[src/dlfc_pkg.sv]
// Package for the DNP3 link frame checker: constants, error codes, state types
// and the CRC-16 and header check functions. Depends on nothing.
`timescale 1ns / 1ps

package dlfc_pkg;

    localparam int DATA_BLOCK_BYTES = 16;
    localparam int BLOCK_BYTES      = DATA_BLOCK_BYTES + 2;
    localparam int HEADER_BYTES     = 10;
    localparam int BLK_SHIFT        = $clog2(DATA_BLOCK_BYTES);

    localparam logic [7:0]  START_BYTE0     = 8'h05;
    localparam logic [7:0]  START_BYTE1     = 8'h64;
    localparam logic [7:0]  MIN_LENGTH      = 8'd5;
    localparam logic [15:0] ADDR_LIMIT      = 16'hFFF0;
    localparam logic [15:0] CRC_POLY        = 16'hA6BC;
    localparam logic [8:0]  MAX_FRAME_RESET = 9'd292;
    localparam logic [8:0]  INDEX_MAX       = 9'h1FF;

    localparam logic [3:0] FC_PRI_RESET_LINK   = 4'h0;
    localparam logic [3:0] FC_PRI_TEST_LINK    = 4'h2;
    localparam logic [3:0] FC_PRI_CONF_DATA    = 4'h3;
    localparam logic [3:0] FC_PRI_UNCONF_DATA  = 4'h4;
    localparam logic [3:0] FC_PRI_REQ_STATUS   = 4'h9;
    localparam logic [3:0] FC_SEC_ACK          = 4'h0;
    localparam logic [3:0] FC_SEC_NACK         = 4'h1;
    localparam logic [3:0] FC_SEC_LINK_STATUS  = 4'hB;

    typedef enum logic [3:0] {
        ERR_NONE      = 4'd0,
        ERR_START_LEN = 4'd1,
        ERR_TOO_BIG   = 4'd2,
        ERR_HDR_CRC   = 4'd3,
        ERR_DATA_CRC  = 4'd4,
        ERR_DEST      = 4'd5,
        ERR_SRC       = 4'd6,
        ERR_DIR       = 4'd7,
        ERR_FC        = 4'd8,
        ERR_SHORT     = 4'd9
    } t_err;

    typedef struct packed {
        logic [8:0]  byte_index;
        logic [4:0]  block_position;
        logic [15:0] crc;
        logic [15:0] held;
        logic [7:0]  control;
        logic [15:0] dest;
        logic [15:0] source;
        t_err        first_error;
    } t_frame_state;

    typedef struct packed {
        logic        frame_ok;
        t_err        error_code;
        logic [15:0] dest_address;
        logic [15:0] source_address;
        logic [7:0]  control_byte;
    } t_result;

    function automatic logic [15:0] crc_byte(input logic [15:0] crc, input logic [7:0] b);
        logic [15:0] c;
        c = crc ^ {8'd0, b};
        for (int k = 0; k < 8; k++) begin
            if (c[0]) begin
                c = (c >> 1) ^ CRC_POLY;
            end else begin
                c = c >> 1;
            end
        end
        return c;
    endfunction

    // The CRC travels complemented, low byte first.
    function automatic logic crc_good(input logic [15:0] crc, input logic [15:0] held);
        logic [15:0] want;
        want = ~crc;
        return (held[15:8] == want[7:0]) && (held[7:0] == want[15:8]);
    endfunction

    // Total frame size implied by the length field; valid for lengths of 5 and up.
    function automatic logic [9:0] computed_size(input logic [7:0] len);
        logic [7:0] body;
        logic [7:0] chunks;
        logic [7:0] rem;
        logic [9:0] crcs;
        body   = len - MIN_LENGTH;
        chunks = body >> BLK_SHIFT;
        rem    = body & 8'(DATA_BLOCK_BYTES - 1);
        crcs   = 10'd2 + {1'b0, chunks, 1'b0} + ((rem != 8'd0) ? 10'd2 : 10'd0);
        return {2'd0, len} + 10'd3 + crcs;
    endfunction

    function automatic logic fc_allowed(input logic [7:0] ctrl);
        logic ok;
        ok = 1'b0;
        if (ctrl[6]) begin
            case (ctrl[3:0]) inside
                FC_PRI_RESET_LINK, FC_PRI_TEST_LINK, FC_PRI_CONF_DATA,
                FC_PRI_UNCONF_DATA, FC_PRI_REQ_STATUS: ok = 1'b1;
                default: ok = 1'b0;
            endcase
        end else begin
            case (ctrl[3:0]) inside
                FC_SEC_ACK, FC_SEC_NACK, FC_SEC_LINK_STATUS: ok = 1'b1;
                default: ok = 1'b0;
            endcase
        end
        return ok;
    endfunction

    function automatic t_err keep_first(input t_err cur, input t_err code);
        return (cur == ERR_NONE) ? code : cur;
    endfunction

endpackage

[src/dlfc_frame_core.sv]
// Per-byte frame state update of the DNP3 link frame checker: header capture,
// block CRC checks and the end-of-frame checks. Depends on dlfc_pkg.
`timescale 1ns / 1ps

module dlfc_frame_core import dlfc_pkg::*; (
    input  t_frame_state i_state,
    input  logic [7:0]   i_byte,
    input  logic         i_last,
    input  logic [8:0]   i_max_frame_bytes,
    output t_frame_state o_next_state,
    output t_result      o_result
);

    always_comb begin
        t_frame_state s;
        t_err         err;
        logic         in_header;
        logic [4:0]   block_len;
        t_result      res;

        s         = i_state;
        err       = i_state.first_error;
        in_header = i_state.byte_index < 9'(HEADER_BYTES);
        block_len = in_header ? 5'(HEADER_BYTES) : 5'(BLOCK_BYTES);

        case (i_state.byte_index)
            9'd0: begin
                if (i_byte != START_BYTE0) err = keep_first(err, ERR_START_LEN);
            end
            9'd1: begin
                if (i_byte != START_BYTE1) err = keep_first(err, ERR_START_LEN);
            end
            9'd2: begin
                if (i_byte < MIN_LENGTH) begin
                    err = keep_first(err, ERR_START_LEN);
                end else if (computed_size(i_byte) > {1'b0, i_max_frame_bytes}) begin
                    err = keep_first(err, ERR_TOO_BIG);
                end
            end
            9'd3: s.control = i_byte;
            9'd4: s.dest[7:0] = i_byte;
            9'd5: s.dest[15:8] = i_byte;
            9'd6: s.source[7:0] = i_byte;
            9'd7: s.source[15:8] = i_byte;
            default: ;
        endcase

        // The CRC runs two bytes behind, so the trailing CRC bytes are never fed to it.
        if (s.block_position >= 5'd2) begin
            s.crc = crc_byte(s.crc, s.held[15:8]);
        end
        s.held           = {s.held[7:0], i_byte};
        s.block_position = s.block_position + 5'd1;
        if (s.block_position >= block_len) begin
            if (!crc_good(s.crc, s.held)) begin
                err = keep_first(err, in_header ? ERR_HDR_CRC : ERR_DATA_CRC);
            end
            s.block_position = '0;
            s.crc            = '0;
            s.held           = '0;
        end

        if (s.byte_index != INDEX_MAX) begin
            s.byte_index = s.byte_index + 9'd1;
        end

        if (i_last) begin
            if (i_state.byte_index < 9'(HEADER_BYTES - 1)) begin
                err = keep_first(err, ERR_SHORT);
            end else begin
                if (s.block_position != 5'd0) begin
                    if (s.block_position <= 5'd2 || !crc_good(s.crc, s.held)) begin
                        err = keep_first(err, ERR_DATA_CRC);
                    end
                end
                if (s.dest >= ADDR_LIMIT) begin
                    err = keep_first(err, ERR_DEST);
                end else if (s.source >= ADDR_LIMIT) begin
                    err = keep_first(err, ERR_SRC);
                end else if (s.control[7]) begin
                    err = keep_first(err, ERR_DIR);
                end else if (!fc_allowed(s.control)) begin
                    err = keep_first(err, ERR_FC);
                end
            end
        end
        s.first_error = err;

        res.frame_ok       = (err == ERR_NONE);
        res.error_code     = err;
        res.dest_address   = s.dest;
        res.source_address = s.source;
        res.control_byte   = s.control;
        o_result           = res;

        if (i_last) begin
            o_next_state = '0;
        end else begin
            o_next_state = s;
        end
    end

endmodule

[config.mk]
export PLATFORM = sky130hd
export DESIGN_NAME = dlfc_frame_core
export DESIGN_NICKNAME = d
export VERILOG_FILES = /design/src/dlfc_pkg.sv /design/src/dlfc_frame_core.sv
export SDC_FILE = /design/constraint.sdc
export NUM_CORES = 1
export LEC_CHECK = 0
export ABC_AREA = 1
export BUFFER_PORTS_ARGS = -buffer_cell sky130_fd_sc_hd__buf_2
export CAP_MARGIN = 20
export CORE_ASPECT_RATIO = 0.7
export CORE_MARGIN = 2
export CORE_UTILIZATION = 40
export DETAILED_ROUTE_END_ITERATION = 8
export PLACE_DENSITY_LB_ADDON = 0.2
export SYNTH_ARGS = -nofsm -noshare
export SYNTH_HDL_FRONTEND = slang
export SYNTH_SLANG_ARGS = --single-unit
export TNS_END_PERCENT = 1
[constraint.sdc]
create_clock -name vclk -period 5.75
set_input_delay 1.15 -clock vclk [all_inputs]
set_output_delay 1.15 -clock vclk [all_outputs]
set_load 0.01 [all_outputs]
**After elaboration in Yosys (flattened, before gate mapping)**

Cells that the tools add are included.

- Memories kept: 0
- Bits of input ports: 108
- Output and inout bits: 135
- Memory bits (writable): 0
- Latch bits: 0
- Bits in read-only memories: 0
- Flip-flop bits (word level): 0
- Logic and storage cells: 123

- Add/subtract/negate cells: 7
- Muxes and demuxes: 61
- Bitwise logic cells: 11
- Eq/ne operators: 20
- Multipliers: 0
- Reduce and logical (&&, ||, !) cells: 15
- $lt $le $gt $ge: 9
- Shift operators: 0
- Div/mod/pow operators: 0

Operator list:

| kind | count |
|---|---|
| 16-bit two-way mux | 16 |
| 4-bit two-way mux | 25 |
| 90-bit two-way mux | 1 |
| 8-bit NOT with 9-bit output | 8 |
| 8-bit two-way mux | 5 |
| 37-bit two-way mux | 1 |
| 9-bit by 3-bit == test with 1-bit output, second input constant | 4 |
| 8-bit == test | 4 |
| 16-bit greater-or-equal comparator, second input constant | 2 |
| 16-bit NOT | 2 |
| 4-bit logical NOT | 6 |
| 9-bit by 2-bit == test with 1-bit output, second input constant | 2 |
| 9-bit by 4-bit less-than comparator with 1-bit output, second input constant | 2 |
| 16-bit by 8-bit XOR with 16-bit output | 1 |
| 4-bit one-hot mux with 3 select lines | 1 |
| 9-bit by 7-bit adder with 10-bit output | 1 |
| 10-bit by 9-bit greater-than comparator with 1-bit output | 1 |
| 8-bit by 2-bit adder with 9-bit output, second input constant | 1 |
| 9-bit by 1-bit adder with 9-bit output, second input constant | 1 |
| 9-bit by 1-bit == test with 1-bit output, second input constant | 1 |
| 9-bit logical NOT | 1 |
| 9-bit two-way mux | 1 |
| 9-bit inequality test, second input constant | 1 |
| 4-bit by 2-bit == test with 1-bit output, second input constant | 2 |
| 24 further kinds | 33 |

**Depth between registers and ports, before layout**

- Depth in word-level cells: 45
- Mapped depth: 33
- Mapped depth without buffers: 32

**Least setup slack after synthesis**

Ideal clock, no wire load.

- Path type: input to output
- Start: in i_byte[1]
- End: out o_result[44] (netlist name)
- Cell stages on the path: 30
- Path slack: -0.508 ns
- Path buffers: 1
- Data arrival time: 5.109 ns
- Data required time: 4.600 ns
- Cells stage by stage: clkbuf_1 > nor2_1 > o21ai_0 > xor2_1 > fa_1 > inv_1 > ha_1 > fa_1 > nand3_1 > nand2_1 > nand2_1 > a21oi_1 > xor2_1 > ha_1 > nand3_1 > nor3_1 > o21ai_0 > o2111ai_1 > nand4_1 > nand2_1 > inv_1 > nand4_1 > inv_1 > nand2_1 > o21ai_2 > inv_2 > nand2_2 > inv_2 > nand2_1 > nor2_1

RTL lines:

| what | RTL line | text |
|---|---|---|
| start: declaration | dlfc_frame_core.sv:7 | `input logic [7:0] i_byte,` |
| end: declaration | dlfc_frame_core.sv:11 | `output t_result o_result` |

==> run summary <==
Status: finished, violations left
Failing checks: setup timing
Top cells by area, synth: nand2_1 24%, inv_1 15%, nand3_1 10%, nor2_1 9.9%, ha_1 7.8%
1st-pass router iterations: 6
Fraction of layout cells with a size suffix above 1: 31.6%
Via density: 5.00
Largest net degree at the start of global routing: 51
Final nets: 1285
Core ar.: 10300 um^2
Design internal power: 264 uW
Max-cap violations: 0
Final min period: 6.27 ns
Worst hold path class: in -> out
Max frequency: 0.160 GHz
Switching Fraction: 62.5%
Clkbuf count: 0
Total GRT Usage: 28.1%
Synth top area share: 24.3%
Pins Over Slew Limit: 0
Crit. End Element: primary output
Cells after Synth: 879
First-pass GRT wire length: 26.1 mm
Post-route clock period utilization: 109%
Post-Place Cells: 1273
Worst setup margin: -0.515 ns
RSZ-0062 raised after global routing: true
Starting Density: 40.8%
Sequential Power Share: 0%
Yosys top cell by area: nand2_1
DRT antenna net count: 0
Total number of vias: 6396
FF+latch area: 0 um^2
Port bufs: 243
Switch Pwr: 440 uW
Crit path largest cell delay: 0.50 ns
Slowest CP cell: fa_1
Maximum vdd drop: 0.0591 mV
Gr ovfl total: 0
Final WL: 17.7 mm
Syn Area/Cell: 4.77 um^2
Synthesized area: 4200 um^2
Number of top-level pins: 243
Count leader, synth: nand2_1
Diode count: 0
Rows: 31
Comb power frac: 100.0%
Vias in the first global route: 5156
Arr. time, crit path: 5.12 ns
Count of different cell masters after synthesis: 40
Worst-path fanout max: 4
Pleak: 3.97 nW
Seq Cell Count: 0
Synth top cells by count: 272 x nand2_1, 168 x inv_1, 111 x nor2_1
CP required: 4.60 ns
Sequential area share after synthesis: 0%
DR WL/cell: 13.8 um
CP Launch Type: primary input
Clock network power share: 0%
Endpoints failing setup: 8
Crit path kind: in -> out
Core Util, Final: 58.0%
Die Width: 126 um
Post-Layout Cell Count: 1279
Worst hold margin: 2.60 ns
Initial DRC Count: 701
Hold Violations, Final: 0
Detailed Place HPWL: 15.0 mm
Slew @ Worst Pin: 0.643 ns
Pwr/cell area: 118 nW/um^2
GP Congestion: 0.978
Layout area overhead: 42.1%
Worst slew margin: 56.7%
DR DRC count: 0
Pwr Total: 705 uW
Post-Syn Nets: 1015
Die height: 89.7 um
Die area: 11300 um^2
Syn. warnings: 0
Initial antenna violation count: 0
-- power groups by stage --
stage / clock [mW] / combinational, mW / sequential (mW)
floorplan: 0 / 0.433 / 0
global placement: 0 / 0.667 / 0
detailed placement: 0 / 0.670 / 0
CTS: 0 / 0.677 / 0
global route: 0 / 0.787 / 0
finish: 0 / 0.705 / 0
-- repair_timing --
item | in CTS | in global routing
resized for setup | 11 | 14
buffers inserted | 2 | 4
cloned | 0 | 0
hold buffers | 0 | 0
pin swaps | 9 | 11
setup endpoints to repair | 8 | 8
-- kinds of logic after synthesis --
kind of cell / synth area share (%)
xor+xnor: 4.95
buf+inv: 17.8
compound gates: 12.7
fa+ha+maj: 8.71
simple gates: 55.8
-- layout make-up --
type	count	area, um^2
Inverter	174	653
Multi-Input combinational cell	683	3560
Timing Repair Buffer	290	1590
Tap cell	132	165
Fill cell	1128	4320
-- worst max-delay path, delay by kind of cell --
family / cells / cell delay (ns)
simple gates: 14 / 1.60
fa+ha+maj: 4 / 1.34
buf+inv: 5 / 0.40
xor+xnor: 2 / 0.29
compound gates: 4 / 0.32
-- cell usage in the layout, fill, tap and decap left out, types with 2 or more instances in the layout --
master / n
o21ai_0: 40
xor2_2: 3
o211ai_1: 4
ha_1: 24
nand2_2: 23
a21oi_1: 31
nor2_1: 107
xnor2_1: 5
inv_1: 165
xor2_1: 14
nand2_1: 270
nand4_1: 16
nor3_1: 3
o21a_1: 2
nand2_4: 7
inv_2: 9
nor4_1: 5
nand3_1: 81
buf_4: 47
a21oi_2: 3
buf_2: 241
nor2_2: 7
o21ai_2: 2
o21ai_1: 5
nand3_2: 10
-- through the flow --
stage	worst slack [ns]	TNS [ns]	cell area (um^2)
floorplan	-0.0980	-0.133	4240
global placement	-0.579	-3.45	5830
detailed placement	-0.559	-3.48	5830
CTS	-0.381	-2.34	5880
global route	-0.813	-5.58	5960
finish	-0.515	-3.52	5960
-- per-layer routing --
metal,part of all wire [%],global-route usage (%),up-vias
li1,-,-,3277
met1,48,44.3,2802
met2,41,41.2,303
met3,9.7,4.09,14
met4,0.93,2.80,0
met5,0,0,-
-- worst paths after layout --
path | start | end | slack (ns) | cells after the start
worst min-delay path | i_state[76] | o_next_state[76] | 2.60 | 3
worst max-delay path | i_byte[0] | o_result[44] | -0.52 | 29
(Power assumes the default switching activity.)
